### src/hw/rtl/bcgrb_pkg.sv
package bcgrb_pkg;

   localparam int PortPinsDefault = 16;

   localparam int DataWidth   = 32;
   localparam int HalfWidth   = 16;
   localparam int OffsetWidth = 6;
   localparam int CableWidth  = 2;

   // register reset values
   localparam logic [HalfWidth-1:0] BusCtrl2Reset  = 16'h3FFC;
   localparam logic [DataWidth-1:0] WaitCtrl1Reset = 32'h7777_7777;
   localparam logic [DataWidth-1:0] WaitCtrl2Reset = 32'hFFFE_EFFF;
   localparam logic [DataWidth-1:0] WaitCtrl3Reset = 32'h0777_7777;

   // cable sense decode of port A control/data low nibbles
   localparam logic [3:0] SenseCtrlOut   = 4'h8;
   localparam logic [3:0] SenseCtrlMixed = 4'hB;
   localparam logic [3:0] SenseCtrlIn    = 4'hC;
   localparam logic [3:0] SenseDataLow   = 4'h2;
   localparam logic [1:0] SenseAll       = 2'b11;

   typedef enum logic [0:0] {
      MODE_READ  = 1'b0,
      MODE_WRITE = 1'b1
   } mode_type;

   typedef enum logic [OffsetWidth-1:0] {
      OFF_BUS_CTRL1   = 6'd0,
      OFF_BUS_CTRL2   = 6'd1,
      OFF_WAIT_CTRL1  = 6'd2,
      OFF_WAIT_CTRL2  = 6'd3,
      OFF_WAIT_CTRL3  = 6'd4,
      OFF_MEM_CTRL    = 6'd5,
      OFF_CARD_CTRL   = 6'd6,
      OFF_REFRESH0    = 6'd7,
      OFF_REFRESH1    = 6'd8,
      OFF_REFRESH2    = 6'd9,
      OFF_REFRESH3    = 6'd10,
      OFF_PORT_A_CTRL = 6'd11,
      OFF_PORT_A_DATA = 6'd12,
      OFF_PORT_B_CTRL = 6'd16,
      OFF_PORT_B_DATA = 6'd17,
      OFF_GPIO_IRQ    = 6'd18
   } reg_offset_type;

   localparam logic [1:0] RefreshBase = 2'd3; // low bits of the first refresh offset

endpackage

### src/hw/rtl/bus_controller_gpio_register_block.sv
// Bus controller register file with GPIO port A pin control.
//
// Request channel: drive start high with req_mode (0 read, 1 write),
// req_reg_offset (word index) and req_write_data. A beat is taken at any
// rising edge where start is high and busy is low; busy is high only while
// reset is asserted, so one access can be taken every cycle.
// Response channel: rsp_valid is high for exactly one cycle per access, once the
// access has passed the request register, then decode and the result register,
// and the receiver takes that beat while rsp_valid is high. The
// response carries read data, the access error flag and the port A pin state
// as it stands after the access. Throughput is one access per cycle outside reset; the
// figure is set by the single decode stage between the request register and
// the state/result registers. The receiver has no way to stall a response.
// Configuration: csr_write_enable loads csr_write_data into the cable type
// field reported on port A data reads; write it only while no access is in
// flight.
// Reset (synchronous, active high) loads every register-file register with its
// documented value, clears port A data, the pin masks and the latch, and drops
// any access still in the pipe.
module bus_controller_gpio_register_block #(
   parameter int PORT_PINS = bcgrb_pkg::PortPinsDefault
) (
   input  logic                                  clock,
   input  logic                                  reset,
   input  logic                                  start,
   output logic                                  busy,
   input  logic                                  req_mode,
   input  logic [bcgrb_pkg::OffsetWidth-1:0]     req_reg_offset,
   input  logic [bcgrb_pkg::DataWidth-1:0]       req_write_data,
   output logic                                  rsp_valid,
   output logic [bcgrb_pkg::DataWidth-1:0]       rsp_read_data,
   output logic                                  rsp_access_error,
   output logic [bcgrb_pkg::HalfWidth-1:0]       rsp_port_a_drive,
   output logic [bcgrb_pkg::HalfWidth-1:0]       rsp_port_a_output_mask,
   output logic [bcgrb_pkg::HalfWidth-1:0]       rsp_port_a_pullup_mask,
   input  logic                                  csr_write_enable,
   input  logic [bcgrb_pkg::CableWidth-1:0]      csr_write_data
);

   localparam int DW = bcgrb_pkg::DataWidth;
   localparam int HW = bcgrb_pkg::HalfWidth;

   // request register
   logic                               req_valid_ff;
   bcgrb_pkg::mode_type                req_mode_ff;
   bcgrb_pkg::reg_offset_type          req_offset_ff;
   logic [DW-1:0]                      req_wdata_ff;

   // register file
   logic [DW-1:0] bus_ctrl1_ff,   bus_ctrl1_in;
   logic [HW-1:0] bus_ctrl2_ff,   bus_ctrl2_in;
   logic [DW-1:0] wait_ctrl1_ff,  wait_ctrl1_in;
   logic [DW-1:0] wait_ctrl2_ff,  wait_ctrl2_in;
   logic [DW-1:0] wait_ctrl3_ff,  wait_ctrl3_in;
   logic [DW-1:0] mem_ctrl_ff,    mem_ctrl_in;
   logic [HW-1:0] card_ctrl_ff,   card_ctrl_in;
   logic [HW-1:0] refresh_ff [4];
   logic [HW-1:0] refresh_in [4];
   logic [DW-1:0] pa_ctrl_ff,     pa_ctrl_in;
   logic [HW-1:0] pa_data_ff,     pa_data_in;
   logic [DW-1:0] pb_ctrl_ff,     pb_ctrl_in;
   logic [HW-1:0] pb_data_ff,     pb_data_in;
   logic [HW-1:0] gpio_irq_ff,    gpio_irq_in;
   logic [HW-1:0] latch_ff,       latch_in;
   logic [HW-1:0] out_mask_ff,    out_mask_in;
   logic [HW-1:0] pull_mask_ff,   pull_mask_in;
   logic [bcgrb_pkg::CableWidth-1:0] cable_ff;

   // response register
   logic          rsp_valid_ff;
   logic [DW-1:0] rsp_rdata_ff,   rsp_rdata_in;
   logic          rsp_error_ff,   rsp_error_in;

   logic          do_write;
   logic [HW-1:0] wdata16;
   logic [1:0]    refresh_idx;
   logic [DW-1:0] ctrl_decoded;
   logic [HW-1:0] ctrl_outs;
   logic [HW-1:0] ctrl_pulls;
   logic [1:0]    sense;

   assign busy = reset;

   always_ff @(posedge clock) begin
      if (reset) begin
         req_valid_ff <= 1'b0;
      end else begin
         req_valid_ff <= start && !busy;
      end
      req_mode_ff   <= bcgrb_pkg::mode_type'(req_mode);
      req_offset_ff <= bcgrb_pkg::reg_offset_type'(req_reg_offset);
      req_wdata_ff  <= req_write_data;
   end

   assign do_write    = req_valid_ff && (req_mode_ff == bcgrb_pkg::MODE_WRITE);
   assign wdata16     = req_wdata_ff[HW-1:0];
   assign refresh_idx = req_offset_ff[1:0] - bcgrb_pkg::RefreshBase;

   // per-pin decode: bit 2i selects output, bit 2i+1 clear pulls an input up
   always_comb begin
      ctrl_decoded = req_wdata_ff;
      ctrl_outs    = '0;
      ctrl_pulls   = '0;
      for (int i = 0; i < PORT_PINS; i++) begin
         if (req_wdata_ff[2*i]) begin
            ctrl_outs[i]          = 1'b1;
            ctrl_decoded[2*i + 1] = 1'b1;
         end else if (!req_wdata_ff[2*i + 1]) begin
            ctrl_pulls[i] = 1'b1;
         end
      end
   end

   always_comb begin
      sense = 2'b00;
      if (pa_ctrl_ff[3:0] == bcgrb_pkg::SenseCtrlOut) begin
         sense = bcgrb_pkg::SenseAll;
      end else if (pa_ctrl_ff[3:0] == bcgrb_pkg::SenseCtrlMixed) begin
         sense = (pa_data_ff[3:0] == bcgrb_pkg::SenseDataLow) ? 2'b00 : bcgrb_pkg::SenseAll;
      end else if (pa_ctrl_ff[3:0] == bcgrb_pkg::SenseCtrlIn &&
                   pa_data_ff[3:0] == bcgrb_pkg::SenseDataLow) begin
         sense = bcgrb_pkg::SenseAll;
      end
   end

   always_comb begin
      bus_ctrl1_in  = bus_ctrl1_ff;
      bus_ctrl2_in  = bus_ctrl2_ff;
      wait_ctrl1_in = wait_ctrl1_ff;
      wait_ctrl2_in = wait_ctrl2_ff;
      wait_ctrl3_in = wait_ctrl3_ff;
      mem_ctrl_in   = mem_ctrl_ff;
      card_ctrl_in  = card_ctrl_ff;
      refresh_in    = refresh_ff;
      pa_ctrl_in    = pa_ctrl_ff;
      pa_data_in    = pa_data_ff;
      pb_ctrl_in    = pb_ctrl_ff;
      pb_data_in    = pb_data_ff;
      gpio_irq_in   = gpio_irq_ff;
      latch_in      = latch_ff;
      out_mask_in   = out_mask_ff;
      pull_mask_in  = pull_mask_ff;
      rsp_rdata_in  = '0;
      rsp_error_in  = 1'b0;

      case (req_offset_ff)
         bcgrb_pkg::OFF_BUS_CTRL1: begin
            if (do_write) bus_ctrl1_in = req_wdata_ff;
            else rsp_rdata_in = bus_ctrl1_ff;
         end
         bcgrb_pkg::OFF_BUS_CTRL2: begin
            if (do_write) bus_ctrl2_in = wdata16;
            else rsp_rdata_in = {{(DW-HW){1'b0}}, bus_ctrl2_ff};
         end
         bcgrb_pkg::OFF_WAIT_CTRL1: begin
            if (do_write) wait_ctrl1_in = req_wdata_ff;
            else rsp_rdata_in = wait_ctrl1_ff;
         end
         bcgrb_pkg::OFF_WAIT_CTRL2: begin
            if (do_write) wait_ctrl2_in = req_wdata_ff;
            else rsp_rdata_in = wait_ctrl2_ff;
         end
         bcgrb_pkg::OFF_WAIT_CTRL3: begin
            if (do_write) wait_ctrl3_in = req_wdata_ff;
            else rsp_rdata_in = wait_ctrl3_ff;
         end
         bcgrb_pkg::OFF_MEM_CTRL: begin
            if (do_write) mem_ctrl_in = req_wdata_ff;
            else rsp_rdata_in = mem_ctrl_ff;
         end
         bcgrb_pkg::OFF_CARD_CTRL: begin
            if (do_write) card_ctrl_in = wdata16;
            else rsp_rdata_in = {{(DW-HW){1'b0}}, card_ctrl_ff};
         end
         bcgrb_pkg::OFF_REFRESH0, bcgrb_pkg::OFF_REFRESH1,
         bcgrb_pkg::OFF_REFRESH2, bcgrb_pkg::OFF_REFRESH3: begin
            if (do_write) refresh_in[refresh_idx] = wdata16;
            else rsp_rdata_in = {{(DW-HW){1'b0}}, refresh_ff[refresh_idx]};
         end
         bcgrb_pkg::OFF_PORT_A_CTRL: begin
            if (do_write) begin
               pa_ctrl_in   = ctrl_decoded;
               out_mask_in  = ctrl_outs;
               pull_mask_in = ctrl_pulls;
               latch_in     = (latch_ff & ~ctrl_outs) | (pa_data_ff & ctrl_outs);
            end else begin
               rsp_rdata_in = pa_ctrl_ff;
            end
         end
         bcgrb_pkg::OFF_PORT_A_DATA: begin
            if (do_write) begin
               pa_data_in = wdata16;
               latch_in   = (latch_ff & ~out_mask_ff) | (wdata16 & out_mask_ff);
            end else begin
               rsp_rdata_in = {{(DW-10){1'b0}}, cable_ff, 6'b000000, sense};
            end
         end
         bcgrb_pkg::OFF_PORT_B_CTRL: begin
            if (do_write) pb_ctrl_in = req_wdata_ff;
            else rsp_rdata_in = pb_ctrl_ff;
         end
         bcgrb_pkg::OFF_PORT_B_DATA: begin
            if (do_write) pb_data_in = wdata16;
            else rsp_error_in = 1'b1;
         end
         bcgrb_pkg::OFF_GPIO_IRQ: begin
            if (do_write) gpio_irq_in = wdata16;
            else rsp_rdata_in = {{(DW-HW){1'b0}}, gpio_irq_ff};
         end
         default: begin
            rsp_error_in = 1'b1;
         end
      endcase
   end

   always_ff @(posedge clock) begin
      if (reset) begin
         bus_ctrl1_ff  <= '0;
         bus_ctrl2_ff  <= bcgrb_pkg::BusCtrl2Reset;
         wait_ctrl1_ff <= bcgrb_pkg::WaitCtrl1Reset;
         wait_ctrl2_ff <= bcgrb_pkg::WaitCtrl2Reset;
         wait_ctrl3_ff <= bcgrb_pkg::WaitCtrl3Reset;
         mem_ctrl_ff   <= '0;
         card_ctrl_ff  <= '0;
         for (int j = 0; j < 4; j++) refresh_ff[j] <= '0;
         pa_ctrl_ff    <= '0;
         pa_data_ff    <= '0;
         pb_ctrl_ff    <= '0;
         pb_data_ff    <= '0;
         gpio_irq_ff   <= '0;
         latch_ff      <= '0;
         out_mask_ff   <= '0;
         pull_mask_ff  <= '0;
         cable_ff      <= '0;
         rsp_valid_ff  <= 1'b0;
      end else begin
         bus_ctrl1_ff  <= bus_ctrl1_in;
         bus_ctrl2_ff  <= bus_ctrl2_in;
         wait_ctrl1_ff <= wait_ctrl1_in;
         wait_ctrl2_ff <= wait_ctrl2_in;
         wait_ctrl3_ff <= wait_ctrl3_in;
         mem_ctrl_ff   <= mem_ctrl_in;
         card_ctrl_ff  <= card_ctrl_in;
         refresh_ff    <= refresh_in;
         pa_ctrl_ff    <= pa_ctrl_in;
         pa_data_ff    <= pa_data_in;
         pb_ctrl_ff    <= pb_ctrl_in;
         pb_data_ff    <= pb_data_in;
         gpio_irq_ff   <= gpio_irq_in;
         latch_ff      <= latch_in;
         out_mask_ff   <= out_mask_in;
         pull_mask_ff  <= pull_mask_in;
         if (csr_write_enable) cable_ff <= csr_write_data;
         rsp_valid_ff  <= req_valid_ff;
      end
      rsp_rdata_ff <= rsp_rdata_in;
      rsp_error_ff <= rsp_error_in;
   end

   // pin state registers already hold the post-access values during the beat
   assign rsp_valid              = rsp_valid_ff;
   assign rsp_read_data          = rsp_rdata_ff;
   assign rsp_access_error       = rsp_error_ff;
   assign rsp_port_a_drive       = latch_ff;
   assign rsp_port_a_output_mask = out_mask_ff;
   assign rsp_port_a_pullup_mask = pull_mask_ff;

   a_two_cycle_response: assert property (@(posedge clock) disable iff (reset)
      (start && !busy) |=> ##1 rsp_valid)
      else $error("accepted request produced no response");

   a_no_spurious_response: assert property (@(posedge clock) disable iff (reset)
      !req_valid_ff |=> !rsp_valid)
      else $error("response without a request");

   a_masks_disjoint: assert property (@(posedge clock) disable iff (reset)
      (rsp_port_a_output_mask & rsp_port_a_pullup_mask) == '0)
      else $error("pin both output and pulled up");

   a_error_reads_zero: assert property (@(posedge clock) disable iff (reset)
      (rsp_valid && rsp_access_error) |-> (rsp_read_data == '0))
      else $error("error response carries data");

endmodule

### config.mk
export PLATFORM = sky130hd
export DESIGN_NAME = bus_controller_gpio_register_block
export DESIGN_NICKNAME = d
export VERILOG_FILES = /design/src/hw/rtl/bcgrb_pkg.sv /design/src/hw/rtl/bus_controller_gpio_register_block.sv
export SDC_FILE = /design/constraint.sdc
export NUM_CORES = 1
export LEC_CHECK = 0
export BUFFER_PORTS_ARGS = -buffer_cell sky130_fd_sc_hd__buf_2
export CAP_MARGIN = 20
export CORE_MARGIN = 3
export CORE_UTILIZATION = 57
export CTS_BUF_LIST = sky130_fd_sc_hd__clkbuf_4
export DETAILED_ROUTE_END_ITERATION = 12
export PLACE_DENSITY = 0.73
export SLEW_MARGIN = 5
export SYNTH_ARGS = -nofsm -noshare
export SYNTH_HDL_FRONTEND = slang
export SYNTH_SLANG_ARGS = --single-unit
### constraint.sdc
create_clock -name clock -period 3.6 [get_ports clock]
set_input_delay 0.9 -clock clock [delete_from_list [all_inputs] [get_ports clock]]
set_output_delay 0.9 -clock clock [all_outputs]
set_load 0.05 [all_outputs]
# After elaboration in Yosys (flattened, before gate mapping)
# Cells that the tools add are included.
[word_totals] reg_bits=476 in_bits=45 out_inout_bits=83
[classes] addsub=1 n_lt_le_gt_ge=2 n_eq_ne=21 mux=92 n_bitwise=9 n_reduce_logical=22
[ops] cell="32-bit case mux with 12 select lines" n=1
[ops] cell="32-bit two-way mux" n=7
[ops] cell="16-bit two-way mux" n=9
[ops] cell="1-bit two-way mux" n=65
[ops] cell="16-bit bitwise AND" n=4
[ops] cell="64-bit bitwise mux" n=1
[ops] cell="16-bit binary-select mux with 2-bit select" n=1
[ops] cell="16-bit demux with 2-bit select" n=1
[ops] cell="16-bit NOT" n=2
[ops] cell="16-bit bitwise OR" n=2
[ops] cell="16-bit case mux with 2 select lines" n=1
[ops] cell="6-bit by 4-bit equality test with 1-bit output, second input constant" n=5
[ops] cell="6-bit by 3-bit equality test with 1-bit output, second input constant" n=4
[ops] cell="2-bit AND reduction" n=12
[ops] cell="6-bit by 5-bit equality test with 1-bit output, second input constant" n=3
[ops] cell="15-bit OR reduction" n=1
[ops] cell="4-bit equality test, second input constant" n=3
[ops] cell="6-bit by 2-bit equality test with 1-bit output, second input constant" n=2
[ops] cell="10-bit two-way mux" n=1
[ops] cell="2-bit two-way mux" n=4
[ops] cell="6-bit by 1-bit equality test with 1-bit output, second input constant" n=1
[ops] cell="6-bit zero test" n=1
[ops] cell="4-bit by 2-bit equality test with 1-bit output, second input constant" n=1
[ops] cell="1-bit logical AND" n=4
[ops] cell="other kinds (10)" n=11

# Longest topological paths before layout
[logic_depth] ltp_word=7 ltp_mapped=12

# Worst setup path after synthesis
# No wires, ideal clock.
[synth_timing] path_kind="register to register" from="reg req_offset_ff[0]" to="reg rsp_rdata_ff[7] (netlist: rsp_read_data[7])" setup_time_ns=0.125 arrival_ns=2.634 slack_ns=0.841 stages_incl_launch_ff=11 n_path_buf=4 synth_period_minus_slack_ns=2.759 path_cell_list="dfxtp_1 -> buf_4 -> buf_2 -> inv_1 -> ha_1 -> clkbuf_1 -> clkbuf_1 -> mux4_2 -> a222oi_1 -> and3_1 -> a31oi_1"
[synth_via] elab_chain_len=7 elab_cells_between_ends=23 classes_between="1 x add/sub; 14 x eq/ne; 5 x mux; 1 x bitwise; 2 x reduce/logical"
[synth_lines] item="from (decl)" line="bus_controller_gpio_register_block.sv:46" text="bcgrb_pkg::reg_offset_type req_offset_ff;"
[synth_lines] item="from (signal assigned)" line="bus_controller_gpio_register_block.sv:91" text="req_offset_ff <= bcgrb_pkg::reg_offset_type'(req_reg_offset);"
[synth_lines] item="2-bit subtractor" line="bus_controller_gpio_register_block.sv:97" text="assign refresh_idx = req_offset_ff[1:0] - bcgrb_pkg::RefreshBase;"
[synth_lines] item="2-bit NOT with 3-bit output (implied by the code)" line="bus_controller_gpio_register_block.sv:178" text="else rsp_rdata_in = {{(DW-HW){1'b0}}, refresh_ff[refresh_idx]};"
[synth_lines] item="16-bit binary-select mux with 2-bit select" line="bus_controller_gpio_register_block.sv:178"
[synth_lines] item="16-bit two-way mux (implied by the code) (2 in series)" line="bus_controller_gpio_register_block.sv:178"
[synth_lines] item="16-bit two-way mux" line="bus_controller_gpio_register_block.sv:177" text="if (do_write) refresh_in[refresh_idx] = wdata16;"
[synth_lines] item="32-bit case mux with 12 select lines (*)" line="bus_controller_gpio_register_block.sv:146" text="case (req_offset_ff)"
[synth_lines] item="to (signal assigned)" line="bus_controller_gpio_register_block.sv:256" text="rsp_rdata_ff <= rsp_rdata_in;"
[synth_lines] item="to (decl)" line="bus_controller_gpio_register_block.sv:71" text="logic [DW-1:0] rsp_rdata_ff, rsp_rdata_in;"
# Every way passes the cells marked *; elsewhere a longest branch is shown, timed or not. The select of a mux whose other input is x is not followed.
# A chain may end at the register's enable or synchronous reset.

# Final worst setup path
[layout_timing] from="reg req_offset_ff[4]" to="reg rsp_rdata_ff[15] (netlist: rsp_read_data[15])"
[layout_via] elab_chain_len=3 elab_cells_between_ends=17 classes_between="14 x eq/ne; 1 x mux; 2 x reduce/logical"
[layout_lines] item="6-bit by 3-bit equality test with 1-bit output or 6-bit by 4-bit equality test with 1-bit output (tied branches)" line="bus_controller_gpio_register_block.sv:146"
[layout_lines] item="4-bit OR reduction" line="bus_controller_gpio_register_block.sv:146"
[layout_lines] item="32-bit case mux with 12 select lines (*)" line="bus_controller_gpio_register_block.sv:146"
# Every way passes the cells marked *; elsewhere a longest branch is shown, timed or not.

==> results.txt <==
* Outcome: finished clean
- The number of global-route vias before repair is 15.26k.
* Area delta synth->final: 11.28%
- Starting Density: 58.80%
- Number of ports placed on the die boundary: approximately 130
* P_leak: roughly 8.0 nW
* Number of core rows: 64
* CTS buffer count: between 100 and 150
* Arr. time, crit path: 3480 ps
* Path type of the worst setup path: reg2reg
- Vertical extent of the die: 185.0 um
- Clock skew after layout: 42.15 ps
* Number of antenna violations at the first check in global routing: 2
- Static timing analysis puts the maximum clock frequency at 0.3598 GHz.
* Mean number of vias per cell: a little over 6
* Post-detail-place hpwl: approximately 33,000 um
* Share of the yosys chip area belonging to registers: between 50 and 60%
* Worst-margin pin slew: around 1100 ps
- Main area contributors after synthesis: sky130_fd_sc_hd__dfxtp_1 50%, sky130_fd_sc_hd__nand2_1 10%, sky130_fd_sc_hd__a21oi_1 6.0%
* Area of the placeable core: 0.03107 mm^2
- In this run, post-CTS repair resized a total of 0 instances.
- The min-delay analysis places its worst path in the category in2reg.
* Share of synthesized registers carrying an async set or reset: 0%
- Buffers added to address setup during post-CTS repair amount to 0.
- Along the worst path, the maximum fanout reaches 15.
- The first global-routing pass estimated about 85,000 um of wire.
- The tool flagged a number of max-cap violations equal to 0.
- Setup TNS Final: 0 ps
- In the synthesized netlist, the number of instances is 2,045.
- Entering global routing, the biggest net connects 220 pins.
* Primary flip-flop cell chosen by synthesis mapping: sky130_fd_sc_hd__dfxtp_1
- Setup repair after global routing missed its margin: false
- The worst pin sits at a relative slew slack of 27.93%.
- Number of clock sinks: 460
* Total global routing overflow: 0
- Clock root buffer master: sky130_fd_sc_hd__clkbuf_4
- The final count of hold timing violations is 0.
- The count of nets left with antenna violations once routing finished came out at 0.
- Global routing consumed, over all layers together, between 30% and 40% of the routing resources.
- The net count of the finished layout is 2,184.
* Number of storage elements in the synthesis netlist: 460
- Required time at the worst-slack endpoint: ~4300 ps
- Count of flip-flops with a built-in enable after synthesis: 0
- Clock-pin slew was measured on the worst setup and hold paths at about 70 ps.
* Final slew viol count: 0
* Power density normalized to cell area: 480.7 mW/mm^2
- In this run the mean area of a mapped cell was between 8 and 9 um^2.
- Synth unique cells: 62
- Final WL: 55,030 um
* Weighted congestion reported at the end of routability-driven placement: 0.9193
* Clock tree from TritonCTS: yes
- Cell accounting for the most synthesized area: sky130_fd_sc_hd__dfxtp_1
- Final Setup Violations: 0
* Width of the die: around 190 um
* End-of-flow core utilization: around two thirds
* Most common cell in the netlist: sky130_fd_sc_hd__nand2_1
- Count of input and output buffers: around 130
- In the final routed layout, each cell accounts on average for 21.03 um.
- Hold buffer count at CTS: 0
- The post-route netlist has 17.89% of its cells at a drive strength greater than 1.
- The later pin in the worst-skew pair is clocked with a latency of a little over 800 ps.
- The final critical path takes up between 70% and 80% of the cycle.
- Proportion of netlist area held by the largest area contributor: 50.41%
- The final route contains about 16k vias.
- VDD sags by at most approximately 0.39 mV.
- Leading post-synthesis cells by instance count: 508 x sky130_fd_sc_hd__nand2_1, 460 x sky130_fd_sc_hd__dfxtp_1, 220 x sky130_fd_sc_hd__a21oi_1, 106 x sky130_fd_sc_hd__clkbuf_1, 91 x sky130_fd_sc_hd__nor2_1
- Count of TritonRoute iterations in the first routing pass: 9
- The worst setup path is launched from a flip-flop.
* Remaining DRCs: 0
- Number of violations reported at the end of detailed-routing iteration 0: between 2k and 2.5k
- Counting along the longest clock path gives a buffer depth of 3.
- Period minus WS final: approximately 2800 ps
- For this run, the number of Yosys warnings is 0.
* Overall die area: ~0.034 mm^2
* Kind of end point of the critical path: flip-flop
* Area of the mapped netlist: 0.01827 mm^2
- Synthesis produced a netlist with a net count of roughly 2.1k.
- Fill cells in the final layout number 2,615.
- The H-tree was split into 3 levels.
-- registers in the layout (all words and copies together), names as in the netlist, named ones only --
signal / flops
pa_ctrl_ff: 32
req_mode_ff: 1
req_valid_ff: 1
card_ctrl_ff: 16
pa_data_ff: 16
rsp_access_error: 1
req_offset_ff: 6
req_wdata_ff: 32
gpio_irq_ff: 16
bus_ctrl1_ff: 32
bus_ctrl2_ff: 16
wait_ctrl2_ff: 32
refresh_ff: 64
rsp_port_a_pullup_mask: 16
cable_ff: 2
rsp_valid: 1
wait_ctrl3_ff: 32
pb_ctrl_ff: 32
rsp_read_data: 32
mem_ctrl_ff: 32
wait_ctrl1_ff: 32
-- through the flow --
stage               instance area, um^2  instances  total power [mW]  setup WS, ps  hold WS (ps)
CTS                               20320       2615             9.846         879.6         112.3
global placement                  18880       2413             5.632         948.5         437.0
floorplan                         18270       2045             5.507         840.6         431.1
finish                            20330       2617             9.772         820.6         188.0
global route                      20330       2617             10.16         707.1         114.8
detailed placement                18910       2414             5.637         897.5         441.6
-- power by group --
group	switching (mW)	total [mW]	internal [mW]	leakage, nW
clock network	2.07	4.24	2.17	0.833
registers	0.113	5.24	5.12	3.72
logic	0.199	0.295	0.0954	3.45
-- final cells by class --
cell class                      count  area, um^2  share of cell area (%)
Antenna cell                        2       5.005                 0.02462
Clock buffer                      159        1194                   5.872
Clock inverter                     42       217.7                   1.071
Inverter                            5       18.77                 0.09232
Multi-Input combinational cell   1369        8058                   39.64
Sequential cell                   460        9209                   45.30
Tap cell                          396       495.5                   2.437
Timing Repair Buffer              184        1131                   5.564
-- cell families after synthesis --
kind of cell               synth area share (%)
AOI/OAI and AO/OA                         16.85
xor gates and xnor gates                0.04795
adders and majority gates                0.2740
buffers and inverters                     5.692
DFF                                       50.41
muxes                                     5.870
and+or+nand+nor                           20.86
-- metal layers --
metal / vias to the layer above / part of all wire, % / global-route usage (%)
met2: 843 / 46 / 50.65
met4: 0 / 4.5 / 16.60
met1: 7565 / 40 / 41.00
met5: - / 0 / 0
met3: 140 / 9.4 / 7.286
li1: 7339 / - / -
-- cell usage in the layout, fill, tap and decap left out, types with 32 or more instances in the layout --
| cell type | netlist | routed |
|---|---|---|
| sky130_fd_sc_hd__dfxtp_1 | 460 | 460 |
| sky130_fd_sc_hd__buf_4 | 30 | 53 |
| sky130_fd_sc_hd__a22oi_1 | 79 | 79 |
| sky130_fd_sc_hd__clkbuf_4 | 0 | 159 |
| sky130_fd_sc_hd__buf_2 | 61 | 126 |
| sky130_fd_sc_hd__nand3b_1 | 68 | 68 |
| sky130_fd_sc_hd__nor2_1 | 91 | 90 |
| sky130_fd_sc_hd__clkinv_1 | 0 | 34 |
| sky130_fd_sc_hd__nor2b_1 | 33 | 33 |
| sky130_fd_sc_hd__mux2i_1 | 70 | 70 |
| sky130_fd_sc_hd__a21oi_1 | 220 | 220 |
| sky130_fd_sc_hd__nand2_1 | 508 | 508 |
| sky130_fd_sc_hd__a31oi_1 | 32 | 32 |
-- critical path: stages (launching register included) --
cell and delay (ps):
sky130_fd_sc_hd__dfxtp_1 460, sky130_fd_sc_hd__or3_1 640, sky130_fd_sc_hd__nor2_2 660, sky130_fd_sc_hd__buf_4 290, sky130_fd_sc_hd__buf_4 210, sky130_fd_sc_hd__a22o_1 150
sky130_fd_sc_hd__a221oi_1 50, sky130_fd_sc_hd__a31oi_1 210
-- worst paths after layout --
check                                           startpoint  slack, ps                           end  cells past startpoint
worst max-delay path              req_offset_ff[4]$_DFF_P_        820  rsp_read_data[15]$_SDFF_PN0_                      7
worst min-delay path                    req_write_data[26]        190      req_wdata_ff[26]$_DFF_P_                      1
worst max register to register    req_offset_ff[4]$_DFF_P_        820  rsp_read_data[15]$_SDFF_PN0_                      7
worst min register to register  pa_data_ff[8]$_SDFFE_PP0P_        450    pa_data_ff[8]$_SDFFE_PP0P_                      2
Power figures use the tool's default switching activity.
